**config.mk**
```make
export PLATFORM = sky130hd
export DESIGN_NAME = ffa_engine
export DESIGN_NICKNAME = d
export VERILOG_FILES = /design/src/rtl/core/ffa_pkg.sv /design/src/rtl/core/ffa_engine.sv
export VERILOG_INCLUDE_DIRS = /design/src /design/src/rtl/core
export SDC_FILE = /design/constraint.sdc
export NUM_CORES = 1
export LEC_CHECK = 0
export BUFFER_PORTS_ARGS = -buffer_cell sky130_fd_sc_hd__buf_2
export CORE_ASPECT_RATIO = 1.25
export CORE_MARGIN = 2
export CORE_UTILIZATION = 50
export DETAILED_ROUTE_END_ITERATION = 12
export PLACE_DENSITY = 0.7
export SLEW_MARGIN = 0
export SYNTH_ARGS = -nofsm -noshare
export SYNTH_HDL_FRONTEND = slang
export SYNTH_SLANG_ARGS = --single-unit
```
**constraint.sdc**
```tcl
create_clock -name clk -period 5.4 [get_ports clk]
set_input_delay 0.81 -clock clk [delete_from_list [all_inputs] [get_ports clk]]
set_output_delay 0.81 -clock clk [all_outputs]
set_load 0.02 [all_outputs]
```
**src/rtl/core/first_fit_heap_allocator_top_assert.svh**
```systemverilog
// Assertion macros for the first-fit heap allocator.
// Expects signals named clk and rst_n in the including module.
`ifndef FIRST_FIT_HEAP_ALLOCATOR_TOP_ASSERT_SVH
`define FIRST_FIT_HEAP_ALLOCATOR_TOP_ASSERT_SVH

// Same-cycle implication, checked out of reset.
`define FFA_ASSERT_NOW(label, ante, cons, msg) \
    label: assert property (@(posedge clk) disable iff (!rst_n) (ante) |-> (cons)) \
        else $error(msg);

// Next-cycle implication, checked out of reset.
`define FFA_ASSERT_NEXT(label, ante, cons, msg) \
    label: assert property (@(posedge clk) disable iff (!rst_n) (ante) |=> (cons)) \
        else $error(msg);

`endif

```
**src/rtl/core/ffa_pkg.sv**
```systemverilog
// Shared types and constants for the first-fit heap allocator.
// No dependencies.
package ffa_pkg;

    localparam int HEAP_UNITS_DEF = 4096;
    localparam int ID_BITS_DEF    = 16;
    // Start-address alignment in units; must be a power of two.
    localparam int ALIGN          = 4;

    localparam int REQ_SIZE_W = 13;
    localparam int ADDR_W     = 32;

    typedef enum logic [0:0] {
        FUNC_ALLOC = 1'b0,
        FUNC_FREE  = 1'b1
    } func_t;

    typedef enum logic [1:0] {
        STAT_OK      = 2'd0,
        STAT_NOMEM   = 2'd1,
        STAT_BADFREE = 2'd2
    } status_t;

    typedef struct packed {
        func_t                  func;
        logic [REQ_SIZE_W-1:0]  req_size;
        logic [ADDR_W-1:0]      free_addr;
    } ffa_req_t;

    typedef struct packed {
        logic [ADDR_W-1:0] block_addr;
        status_t           status;
    } ffa_res_t;

endpackage

```
**src/rtl/core/ffa_engine.sv**
```systemverilog
// Allocate/free sequencer: clearing pass, first-fit scan, tagging and release.
// Depends on ffa_pkg and drives an ffa_owner_ram through its ports.
module ffa_engine import ffa_pkg::*; #(
    parameter int HEAP_UNITS = HEAP_UNITS_DEF,
    parameter int ID_BITS    = ID_BITS_DEF,
    parameter int OFF_W      = $clog2(HEAP_UNITS_DEF)
) (
    input  logic               clk,
    input  logic               rst_n,
    input  logic [ADDR_W-1:0]  heap_base,
    input  logic               req_valid,
    output logic               req_ready,
    input  ffa_req_t           req,
    output logic               res_valid,
    input  logic               res_ready,
    output ffa_res_t           res,
    output logic               mem_re,
    output logic [OFF_W-1:0]   mem_raddr,
    input  logic [ID_BITS-1:0] mem_rdata,
    output logic               mem_we,
    output logic [OFF_W-1:0]   mem_waddr,
    output logic [ID_BITS-1:0] mem_wdata
);

`include "first_fit_heap_allocator_top_assert.svh"

    localparam int CNT_W = OFF_W + 1;
    localparam int CMP_W = ((CNT_W > REQ_SIZE_W) ? CNT_W : REQ_SIZE_W) + 1;
    localparam logic [CMP_W-1:0]  LAST_OFF   = CMP_W'(HEAP_UNITS - 1);
    localparam logic [ADDR_W-1:0] ALIGN_MASK = ADDR_W'(ALIGN - 1);

    typedef enum logic [2:0] {
        ST_INIT,
        ST_IDLE,
        ST_SCAN,
        ST_TAG,
        ST_FR_CHK,
        ST_CLR,
        ST_RESP
    } state_t;

    state_t                state_reg, state_next;
    logic [CNT_W-1:0]      init_ptr_reg, init_ptr_next;
    logic [OFF_W-1:0]      high_mark_reg, high_mark_next;
    logic [ID_BITS-1:0]    next_id_reg, next_id_next;
    logic [ID_BITS-1:0]    id_reg, id_next;
    logic [REQ_SIZE_W-1:0] size_reg, size_next;
    logic [CNT_W-1:0]      limit_reg, limit_next;
    logic [CNT_W-1:0]      rd_ptr_reg, rd_ptr_next;
    logic [CNT_W-1:0]      ev_reg, ev_next;
    logic                  pend_reg, pend_next;
    logic [CNT_W-1:0]      run_reg, run_next;
    logic [CNT_W-1:0]      tag_ptr_reg, tag_ptr_next;
    logic [CNT_W-1:0]      hit_end_reg, hit_end_next;
    logic [ADDR_W-1:0]     res_addr_reg, res_addr_next;
    status_t               res_status_reg, res_status_next;

    logic [ID_BITS-1:0] id_draw;
    logic [CMP_W-1:0]   limit_sum;
    logic [ADDR_W-1:0]  free_off;
    logic [CNT_W-1:0]   run_new;
    logic [CMP_W-1:0]   start_wide;
    logic [ADDR_W-1:0]  start_abs;
    logic               hit;
    logic [ID_BITS-1:0] cmp_id;
    logic               clr_match;
    logic [CNT_W-1:0]   ev_inc;

    always_comb
    begin
        id_draw = next_id_reg + ID_BITS'(1);
        if (id_draw == '0)
        begin
            id_draw = ID_BITS'(1);
        end
        limit_sum  = CMP_W'(high_mark_reg) + CMP_W'(req.req_size);
        free_off   = req.free_addr - heap_base;
        run_new    = (mem_rdata == '0) ? (run_reg + CNT_W'(1)) : '0;
        start_wide = CMP_W'(ev_reg) + CMP_W'(1) - CMP_W'(size_reg);
        start_abs  = heap_base + ADDR_W'(start_wide);
        hit        = (CMP_W'(run_new) >= CMP_W'(size_reg))
                     && ((start_abs & ALIGN_MASK) == '0);
        cmp_id     = (state_reg == ST_FR_CHK) ? mem_rdata : id_reg;
        clr_match  = (mem_rdata == cmp_id) && (ev_reg <= CNT_W'(high_mark_reg));
        ev_inc     = ev_reg + CNT_W'(1);
    end

    always_comb
    begin
        state_next      = state_reg;
        init_ptr_next   = init_ptr_reg;
        high_mark_next  = high_mark_reg;
        next_id_next    = next_id_reg;
        id_next         = id_reg;
        size_next       = size_reg;
        limit_next      = limit_reg;
        rd_ptr_next     = rd_ptr_reg;
        ev_next         = ev_reg;
        pend_next       = pend_reg;
        run_next        = run_reg;
        tag_ptr_next    = tag_ptr_reg;
        hit_end_next    = hit_end_reg;
        res_addr_next   = res_addr_reg;
        res_status_next = res_status_reg;
        mem_re          = 1'b0;
        mem_raddr       = '0;
        mem_we          = 1'b0;
        mem_waddr       = '0;
        mem_wdata       = '0;

        case (state_reg)
            ST_INIT:
            begin
                mem_we        = 1'b1;
                mem_waddr     = init_ptr_reg[OFF_W-1:0];
                init_ptr_next = init_ptr_reg + CNT_W'(1);
                if (init_ptr_reg == CNT_W'(HEAP_UNITS - 1))
                begin
                    state_next = ST_IDLE;
                end
            end

            ST_IDLE:
            begin
                if (req_valid)
                begin
                    res_addr_next = '0;
                    if (req.func == FUNC_ALLOC)
                    begin
                        if (req.req_size == '0)
                        begin
                            res_status_next = STAT_NOMEM;
                            state_next      = ST_RESP;
                        end
                        else
                        begin
                            next_id_next = id_draw;
                            id_next      = id_draw;
                            size_next    = req.req_size;
                            limit_next   = (limit_sum > LAST_OFF) ? CNT_W'(LAST_OFF)
                                                                  : CNT_W'(limit_sum);
                            rd_ptr_next  = '0;
                            ev_next      = '0;
                            run_next     = '0;
                            pend_next    = 1'b0;
                            state_next   = ST_SCAN;
                        end
                    end
                    else if (req.free_addr == '0)
                    begin
                        res_status_next = STAT_OK;
                        state_next      = ST_RESP;
                    end
                    else if (free_off >= ADDR_W'(HEAP_UNITS))
                    begin
                        res_status_next = STAT_BADFREE;
                        state_next      = ST_RESP;
                    end
                    else
                    begin
                        // first read of the unit to free goes out right away
                        mem_re     = 1'b1;
                        mem_raddr  = free_off[OFF_W-1:0];
                        ev_next    = CNT_W'(free_off[OFF_W-1:0]);
                        state_next = ST_FR_CHK;
                    end
                end
            end

            ST_SCAN:
            begin
                // reads run one unit ahead of the evaluated unit
                if (rd_ptr_reg <= limit_reg)
                begin
                    mem_re      = 1'b1;
                    mem_raddr   = rd_ptr_reg[OFF_W-1:0];
                    rd_ptr_next = rd_ptr_reg + CNT_W'(1);
                    pend_next   = 1'b1;
                end
                else
                begin
                    pend_next = 1'b0;
                end
                if (pend_reg)
                begin
                    run_next = run_new;
                    ev_next  = ev_inc;
                    if (hit)
                    begin
                        tag_ptr_next  = CNT_W'(start_wide);
                        hit_end_next  = ev_reg;
                        res_addr_next = start_abs;
                        state_next    = ST_TAG;
                    end
                    else if (ev_reg == limit_reg)
                    begin
                        res_addr_next   = '0;
                        res_status_next = STAT_NOMEM;
                        state_next      = ST_RESP;
                    end
                end
            end

            ST_TAG:
            begin
                mem_we       = 1'b1;
                mem_waddr    = tag_ptr_reg[OFF_W-1:0];
                mem_wdata    = id_reg;
                tag_ptr_next = tag_ptr_reg + CNT_W'(1);
                if (tag_ptr_reg == hit_end_reg)
                begin
                    if (hit_end_reg > CNT_W'(high_mark_reg))
                    begin
                        high_mark_next = hit_end_reg[OFF_W-1:0];
                    end
                    res_status_next = STAT_OK;
                    state_next      = ST_RESP;
                end
            end

            ST_FR_CHK, ST_CLR:
            begin
                if ((state_reg == ST_FR_CHK) && (mem_rdata == '0))
                begin
                    res_status_next = STAT_BADFREE;
                    state_next      = ST_RESP;
                end
                else
                begin
                    id_next         = cmp_id;
                    res_status_next = STAT_OK;
                    if (clr_match)
                    begin
                        mem_we    = 1'b1;
                        mem_waddr = ev_reg[OFF_W-1:0];
                        if (ev_inc <= CNT_W'(high_mark_reg))
                        begin
                            mem_re     = 1'b1;
                            mem_raddr  = ev_inc[OFF_W-1:0];
                            ev_next    = ev_inc;
                            state_next = ST_CLR;
                        end
                        else
                        begin
                            state_next = ST_RESP;
                        end
                    end
                    else
                    begin
                        state_next = ST_RESP;
                    end
                end
            end

            ST_RESP:
            begin
                if (res_ready)
                begin
                    state_next = ST_IDLE;
                end
            end

            default:
            begin
                state_next = ST_IDLE;
            end
        endcase
    end

    always_ff @(posedge clk or negedge rst_n)
    begin
        if (!rst_n)
        begin
            state_reg      <= ST_INIT;
            init_ptr_reg   <= '0;
            high_mark_reg  <= '0;
            next_id_reg    <= ID_BITS'(1);
            id_reg         <= '0;
            size_reg       <= '0;
            limit_reg      <= '0;
            rd_ptr_reg     <= '0;
            ev_reg         <= '0;
            pend_reg       <= 1'b0;
            run_reg        <= '0;
            tag_ptr_reg    <= '0;
            hit_end_reg    <= '0;
            res_addr_reg   <= '0;
            res_status_reg <= STAT_OK;
        end
        else
        begin
            state_reg      <= state_next;
            init_ptr_reg   <= init_ptr_next;
            high_mark_reg  <= high_mark_next;
            next_id_reg    <= next_id_next;
            id_reg         <= id_next;
            size_reg       <= size_next;
            limit_reg      <= limit_next;
            rd_ptr_reg     <= rd_ptr_next;
            ev_reg         <= ev_next;
            pend_reg       <= pend_next;
            run_reg        <= run_next;
            tag_ptr_reg    <= tag_ptr_next;
            hit_end_reg    <= hit_end_next;
            res_addr_reg   <= res_addr_next;
            res_status_reg <= res_status_next;
        end
    end

    assign req_ready      = (state_reg == ST_IDLE);
    assign res_valid      = (state_reg == ST_RESP);
    assign res.block_addr = res_addr_reg;
    assign res.status     = res_status_reg;

    `FFA_ASSERT_NOW(a_scan_no_write, state_reg == ST_SCAN, !mem_we,
        "owner map written during first-fit scan")
    `FFA_ASSERT_NOW(a_tag_in_range, state_reg == ST_TAG, tag_ptr_reg <= hit_end_reg,
        "tag pointer ran past end of block")
    `FFA_ASSERT_NEXT(a_mark_covers_block,
        state_reg == ST_TAG && tag_ptr_reg == hit_end_reg,
        CNT_W'(high_mark_reg) >= $past(hit_end_reg),
        "high mark below end of new block")
    `FFA_ASSERT_NOW(a_free_addr_zero_ok,
        res_valid && res.status == STAT_BADFREE, res.block_addr == '0,
        "failed free returned nonzero address")

endmodule

```
### After elaboration in Yosys (flattened, before gate mapping)

Cells that the tools add are included.

| storage, ports and cells | value |
|---|---|
| bits in registers | 186 |
| input port bits | 98 |
| output and inout port bits | 78 |
| logic and storage cells | 181 |

| cells by class | value |
|---|---|
| $add $sub $neg | 11 |
| magnitude comparators | 7 |
| equal/unequal tests | 30 |
| muxes and demuxes | 88 |
| bitwise gates (word level) | 2 |
| reductions and logical operators | 28 |

Operator list:

| operator | count |
|---|---|
| $mux W13 | 17 |
| $mux W32 | 4 |
| $mux W12 | 10 |
| $mux W16 | 7 |
| $pmux W13 S2 | 3 |
| $pmux W12 S3 | 2 |
| $add A13 B1 Y13 const B | 5 |
| $logic_not A32 Y1 | 2 |
| $pmux W32 S2 | 1 |
| $pmux W13 S3 | 1 |
| $mux W3 | 11 |
| $add A32 B14 Y32 | 1 |
| $ge A32 B13 Y1 const B | 1 |
| $logic_not A16 Y1 | 2 |
| $pmux W16 S2 | 1 |
| $sub A32 B32 Y32 | 1 |
| $eq A13 B13 Y1 | 2 |
| $le A13 B12 Y1 | 2 |
| $mux W2 | 13 |
| $ne A2 B2 Y1 const B | 13 |
| $pmux W3 S6 | 1 |
| $add A16 B1 Y16 const B | 1 |
| $eq A16 B16 Y1 | 1 |
| $reduce_and A5 Y1 | 3 |
| 32 further kinds | 61 |

### Longest topological paths before layout

Gate-level depths: netlist (run 1).

| depth | value |
|---|---|
| depth in word-level cells | 8 |
| mapped depth | 23 |
| depth with buffers taken out | 22 |

### Worst setup path after synthesis (run 1)

No wires, ideal clock.

| path | value |
|---|---|
| path kind | in2out |
| start | in req[0] (netlist name) |
| end | out mem_raddr[10] |
| data arrival time | 3.940 ns |
| data required time | 4.590 ns |
| slack | 0.650 ns |
| cell stages on the path | 16 |
| path buffers | 1 |
| path through | inv_1 -> ha_1 -> inv_1 -> fa_1 -> a21o_1 -> a221oi_1 -> o21ai_0 -> a21oi_1 -> mux2i_1 -> nand4_1 -> nor4_1 -> nand4_2 -> nor3_2 -> nand2_1 -> buf_2 -> o21ai_1 |

| on the way | value |
|---|---|
| word-level cells in the longest chain between the ends | 7 |
| elaborated cells on any way between the ends | 8 |
| classes of those cells | add/sub (1); order compare (1); mux (5); reduce/logical (1) |

RTL lines:

| element | line | RTL |
|---|---|---|
| from (decl) | ffa_engine.sv:13 | `input ffa_req_t req,` |
| $sub A32 B32 Y32 | ffa_engine.sv:77 | `free_off = req.free_addr - heap_base;` |
| $ge A32 B13 Y1 | ffa_engine.sv:154 | `else if (free_off >= ADDR_W'(HEAP_UNITS))` |
| $mux W12 | ffa_engine.sv:154 |  |
| $mux W12 * | ffa_engine.sv:149 | `else if (req.free_addr == '0)` |
| $mux W12 * | ffa_engine.sv:128 | `if (req.func == FUNC_ALLOC)` |
| $mux W12 * | ffa_engine.sv:125 | `if (req_valid)` |
| $pmux W12 S3 * | ffa_engine.sv:111 | `case (state_reg)` |
| to (decl) | ffa_engine.sv:18 | `output logic [OFF_W-1:0] mem_raddr,` |

Mark *: on every way between the ends. The rest lies on a longest branch, timed or not.

### Worst setup path after layout (run 1)

| path | value |
|---|---|
| start | in req[0] (netlist name) |
| end | out mem_raddr[7] |

Same word-level chain as after synthesis.

==> results of run 1 <==
==> where the power goes <==
| group | switching, W | internal [W] | total, W |
|---|---|---|---|
| sequential | 0.000529 | 0.00174 | 0.00227 |
| combinational | 0.00343 | 0.00232 | 0.00574 |
| clock | 0.000679 | 0.000627 | 0.00131 |
==> per-stage QoR <==
step           setup WS [ns]  hold WS, ns  std cells  total power (W)
4_1_cts               0.2133       0.4403       2384         0.009286
6_report              0.2562       0.4115       2384         0.009324
3_5_place_dp          0.2092       0.4647       2352         0.007938
2_1_floorplan         0.6502       0.4403       1812         0.006222
3_3_place_gp          0.3503       0.4563       2352         0.007808
5_1_grt              0.02210       0.4657       2384          0.01004
==> cell usage in the layout (no fill, tap or decap), drive strengths merged, types with 6 or more instances in the layout <==
master     n
o211ai     8
xor2      86
o21a      27
and4       6
o22ai     16
nand4     42
buf      216
o21bai    11
inv      129
nor2b     18
xnor2     91
mux2      25
mux2i      7
a21oi    105
nand2    153
o32ai     14
nor3      33
and2      30
nor4      28
a222oi    12
nand2b    10
a211oi     9
a21o      38
nand3     68
a2bb2oi   17
and3      34
clkinv     6
o21ai    117
ha       150
o32a       6
a31oi     15
nor2     147
dfrtp    185
clkbuf    18
a22oi     13
==> worst paths after layout <==
path	startpoint	to	slack, ns
min reg2reg	res_addr_reg[5]	res_addr_reg[5]	0.48
min	rst_n	run_reg[2]	0.41
max	req[0]	mem_raddr[7]	0.26
max reg2reg	ev_reg[1]	ev_reg[10]	0.63
max in group asynchronous	rst_n	id_reg[9]	3.77
min in group clk	res_addr_reg[5]	res_addr_reg[5]	0.48
==> worst max-delay path, cell delays in order <==
cell	delay, ns
buf_2	0.11
inv_1	0.10
ha_1	0.17
inv_1	0.05
fa_1	0.39
a21o_1	0.21
a22oi_1	0.19
a221oi_2	0.14
a31o_2	0.29
o21ai_0	0.24
xnor2_1	0.09
nor4_1	0.40
nand4_2	0.16
nor3_2	0.23
nand2_1	0.09
buf_4	0.20
o21ai_0	0.23
buf_2	0.21
==> cell usage after synthesis, drive strengths merged (28+ instances only) <==
library cell / instances / area share
xor2: 86 / 0.049
nor4: 28 / 0.011
and2: 30 / 0.012
nor3: 33 / 0.011
inv: 120 / 0.029
o21ai: 117 / 0.039
and3: 34 / 0.014
nand3: 68 / 0.022
nand4: 42 / 0.018
nor2: 147 / 0.036
clkbuf: 65 / 0.016
a21o: 38 / 0.019
xnor2: 91 / 0.052
dfrtp: 185 / 0.30
nand2: 153 / 0.037
ha: 150 / 0.12
a21oi: 105 / 0.034
==> cells by family after synthesis <==
kind of cell / Yosys count / share of synthesized area
flops: 186 / 0.3033
mux: 32 / 0.02315
xor+xnor: 177 / 0.1010
fa+ha+maj: 154 / 0.1275
simple gates: 596 / 0.1911
compound gates: 468 / 0.2038
buf+inv: 199 / 0.05013
==> final cells by class <==
class                   count  area [sq um]  share of cell area
clock buffers              17         425.4             0.02447
multi-input cells        1427          9961              0.5731
repair buffers            217          1212             0.06975
clock inverters            15         170.2            0.009790
well taps                 401         501.7             0.02887
inverters                 121         454.2             0.02613
flip-flops and latches    186          4657              0.2679
==> layer usage <==
layer / vias to the layer above / global-route usage / routed length, microns
li1: 6848 / - / -
met1: 6961 / 0.3890 / 20020
met2: 651 / 0.5177 / 23330
met3: 126 / 0.05661 / 3686
met4: 2 / 0.1729 / 2884
met5: - / 0 / 9
==> repair_timing <==
item | CTS | global route
gates resized for setup | 0 | 4
hold buffers | 0 | 0
endpoints found under the setup margin | 0 | 4
==> key figures, run 1 <==
Timing
  • Final Hold Vio Count: 0
  • Slew @ Worst Pin: 1.192 ns
  • Setup-failing EPs final: 0
  • Worst slew margin: 0.2053
  • Max-slew violations: 0
  • Max Fclk: 0.1944 GHz
  • Min Tclk post-route: 5.144 ns
  • RSZ-0062 raised after global routing: false
  • Clk_skew: 0.01329 ns
  • Total Neg Setup Slack: 0 ns
  • Crit share post-route: 0.9526

Global route
  • Gr ovfl total: 0
  • Initial antenna violation count: 1
  • First-pass GRT wire length: 77.89 mm
  • Vias in the first global route: 14.05k
  • Largest net degree at the start of global routing: 89
  • All-layer global routing usage: 0.3126

Placed design
  • GP Congestion: 0.9981
  • DP Wirelength: 38.90 mm
  • Port buffer count: 175
  • Dpl cell area: 16,780 sq um

Floorplan
  • Core area: 30,200 sq um
  • Die span in y: 199.9 microns
  • Row cnt: 71
  • Starting Density: 0.5082
  • Ports: 176
  • Die footprint: 32,120 sq um
  • Die width: 160.7 microns

Pwr
  • Lkg Pwr: 8.392 nW
  • PwrDens: 536.4 nW/um^2
  • Max VDD drop: 0.5418 mV

Cells and area
  • Nets: 2,222
  • Max FFs per register: 32
  • Syn-to-layout area delta: 13.25%
  • Util after Layout: 0.5755
  • Number of inserted diodes: 0
  • Layout cells sized above 1: 0.1523
  • # fillers: 2,805
  • Final Cell Area: 17,380 sq um

Clock network
  • Worst skew pair latency: 0.47 ns
  • Clk pin slew, worst setup/hold paths: 0.07 ns
  • Maximum clock path buffer count: 2
  • Root Driver: clkbuf_16
  • Clock Sinks: 186
  • Post-CTS setup buffers: 0
  • CTS tree: built
  • TritonCTS Buffers: 17
  • H-Tree Level Count: 4

Setup path
  • Worst R2R Path Depth: 14
  • CP Class: input port to output port
  • CP Data Arrival Time: 4.33 ns
  • Max Fanout on Critical Path: 13
  • CP endpoint kind: output port
  • CP required: 4.59 ns
  • Setup crit start kind: input port

Synthesis
  • Mapped cell area: 15,350 sq um
  • Ys async rst share: 1.000
  • YS warnings: 0
  • Sequential cell area fraction in the yosys report: 0.3033
  • Post-synthesis cell count: 1,812
  • Mean post-synth cell area: 8.470 sq um
  • Post-synth EDFFs: 0
  • Flops & latches, synth: 186
  • Syn nets: 2,064
  • Prevailing post-synth register cell: dfrtp_1
  • Synth unique cells: 91

Route
  • Via count: 14.59k
  • 1st-iter DRT viols: 1,386
  • Via density: 6.119
  • Final WL: 49.93 mm
  • Drt drc: 0
  • TritonRoute pass-1 iters: 9
  • ANT nets after route: 0
  • Wire length per cell: 20.94 microns

Outcome
  • Status: finished clean

Min path
  • Hold WC Path Type: input port to asynchronous set/reset pin

Run
  • Max cap viols: 0
Note: power is estimated with default switching activity, not from simulation.
==> run 2: changes to the inputs <==
ABC_AREA = 1   (was default)
HOLD_SLACK_MARGIN = 0.15   (was default)
PLACE_DENSITY = 0.72   (was 0.7)
clock period = 4.4 ns   (was 5.4 ns; I/O delays follow)
==> key figures, run 2 <==
Outcome
  • Status: finished clean

Timing
  • Worst slew margin: 0.3432
  • Clk_skew: 0.01478 ns
  • Crit share post-route: 0.9790
  • Slew @ Worst Pin: 0.9852 ns
  • Final Hold Vio Count: 0
  • Min Tclk post-route: 4.308 ns
  • Max-slew violations: 0
  • Max Fclk: 0.2322 GHz
  • Setup-failing EPs final: 0
  • WHS: 0.2745 ns

Synthesis
  • Post-synth EDFFs: 0
  • Top-count cell post-synth: nand2_1
  • Synth top area cells: dfrtp_1 (27%), nand2_1 (15%), ha_1 (11%)
  • Mapped cell area: 16,940 sq um
  • Yosys top cell area share: 0.2732
  • Mean post-synth cell area: 6.595 sq um
  • Synth area leader: dfrtp_1
  • Post-synthesis cell count: 2,569
  • Synth unique cells: 58
  • Syn nets: 2,821
  • Prevailing post-synth register cell: dfrtp_1
  • Sequential cell area fraction in the yosys report: 0.2748
  • YS warnings: 0
  • Ys async rst share: 1.000
  • Post-synth top cells: nand2_1 (668), inv_1 (402), nor2_1 (245)
  • Flops & latches, synth: 186

Setup path
  • CP required: 3.74 ns
  • Critical Path Source: ev_reg[1]
  • CP endpoint kind: output port
  • Setup crit start kind: register
  • CP Class: register to output port
  • Reg-to-reg startpoint: ev_reg[1]
  • Max Fanout on Critical Path: 6
  • CP Data Arrival Time: 3.65 ns

Floorplan
  • Die footprint: 35,390 sq um
  • Die width: 168.7 microns
  • Starting Density: 0.5058
  • Row cnt: 75
  • Die span in y: 209.8 microns
  • Core area: 33,500 sq um
  • Ports: 176

Route
  • Drt drc: 0
  • ANT nets after route: 0
  • Final WL: 61.54 mm
  • TritonRoute pass-1 iters: 7
  • Via density: 5.652
  • 1st-iter DRT viols: 1,446
  • Via count: 18.00k
  • Wire length per cell: 19.33 microns

Cells and area
  • Syn-to-layout area delta: 13.51%
  • # fillers: 3,313
  • Max FFs per register: 32
  • Nets: 2,999
  • Most common cell after layout, fill and taps aside: nand2_1
  • Commonest non-fill, non-tap cells in the layout: nand2_1 (666), inv_1 (398), nor2_1 (241), o21ai_0 (191), dfrtp_1 (184)
  • Layout cells sized above 1: 0.1174
  • Non-Filler Instances: 3,184

Placed design
  • Port buffer count: 175
  • Placed cells: 3,142
  • GP Congestion: 1.035
  • DP Wirelength: 50.16 mm

Global route
  • Top Usage Layer GRT: met2
  • Met3 GRT Util: 0.07562
  • Met2 usage: 0.5739
  • Initial antenna violation count: 2
  • Largest net degree at the start of global routing: 112
  • M1 GR Usage: 0.4106
  • First-pass GRT wire length: 93.77 mm
  • All-layer global routing usage: 0.3467
  • Gr ovfl total: 0
  • Vias in the first global route: 17.03k

Pwr
  • Total chip power: 0.01115 W
  • Max VDD drop: 0.3751 mV
  • PwrDens: 579.7 nW/um^2
  • Lkg Pwr: 10.25 nW

Clock network
  • TritonCTS Buffers: 17
  • Clk pin slew, worst setup/hold paths: 0.08 ns
  • CTS tree: built
  • Clock Sinks: 186
  • Root Driver: clkbuf_16
  • Worst skew pair latency: 0.47 ns
  • H-Tree Level Count: 4
  • Maximum clock path buffer count: 2
  • CTS Hold Bufs: 0

Min path
  • Hold WC Path Type: input port to asynchronous set/reset pin

Run
  • Max cap viols: 0
run 2: cell families (layout without fill, tap and decap cells):
family / after synthesis / in the layout / synth area share
simple gates: 1239 / 1239 / 0.3127
fa+ha+maj: 154 / 154 / 0.1155
buf+inv: 467 / 658 / 0.1064
flops: 186 / 186 / 0.2748
xor+xnor: 99 / 99 / 0.05162
other cells: 0 / 1 / 0
compound gates: 424 / 424 / 0.1390
run 2: critical path: stages (launching register included):
cell and delay (ns):
dfrtp_1 0.38, buf_6 0.14, ha_1 0.17, nand3_1 0.13
inv_2 0.11, nand3_4 0.11, nor2_4 0.17, xor2_2 0.19
inv_2 0.09, ha_4 0.22, inv_1 0.07, nor3_1 0.06
a211oi_1 0.23, nor2_1 0.09, nor2_1 0.15, nand2_2 0.10
a21oi_4 0.26, buf_6 0.15, a31oi_1 0.11, nand2_1 0.10
buf_4 0.13
run 2: through the flow:
| step | instance area [sq um] | worst slack [ns] | util | TNS, ns |
|---|---|---|---|---|
| finish | 19230 | 0.09249 | 0.5741 | 0 |
| detailed placement | 18370 | 0.2117 | 0.5482 | 0 |
| global placement | 18370 | 0.2261 | 0.5482 | 0 |
| floorplan | 16940 | 0.6228 | - | 0 |
| CTS | 18980 | -0.02239 | 0.5666 | -0.07474 |
| global route | 19230 | -0.03282 | 0.5741 | -0.2187 |
run 2: final timing paths:
path                                          end  cells after the start  slack (ns)
worst min register to register  res_status_reg[1]                      2        0.47
max in group asynchronous         init_ptr_reg[3]                      2        2.94
worst max register to register   res_addr_reg[26]                     25        0.30
worst min-delay path                 size_reg[11]                      1        0.27
min in group clk                     size_reg[11]                      3        0.45
worst max-delay path                 mem_raddr[0]                     20        0.09
run 2: timing repair:
action | CTS | global route
pin swaps | 1 | 11
endpoints found under the setup margin | 12 | 32
gates cloned | 0 | 1
gates resized for setup | 3 | 49
buffers inserted | 0 | 8
run 2: layout make-up:
class                   count  area, sq um  share of cell area
diodes                      1        2.502           0.0001301
clock buffers              17        425.4             0.02212
clock inverters            15        178.9            0.009303
inverters                 408         1534             0.07976
multi-input cells        1916        10650              0.5535
flip-flops and latches    186         4657              0.2421
well taps                 423        529.3             0.02752
repair buffers            218         1260             0.06551
run 2: routing by layer:
metal,share of wire,wire length (microns)
met1,0.39,23900
met2,0.46,28300
met3,0.083,5081
met4,0.069,4250
met5,0.00016,10
run 2: power breakdown:
| group | switching (W) | internal, W | leakage (nW) |
|---|---|---|---|
| Clock | 0.000806 | 0.000818 | 0.299 |
| Combinational | 0.00461 | 0.00234 | 7.54 |
| Sequential | 0.000435 | 0.00214 | 2.41 |
| Total | 0.00585 | 0.00530 | 10.2 |
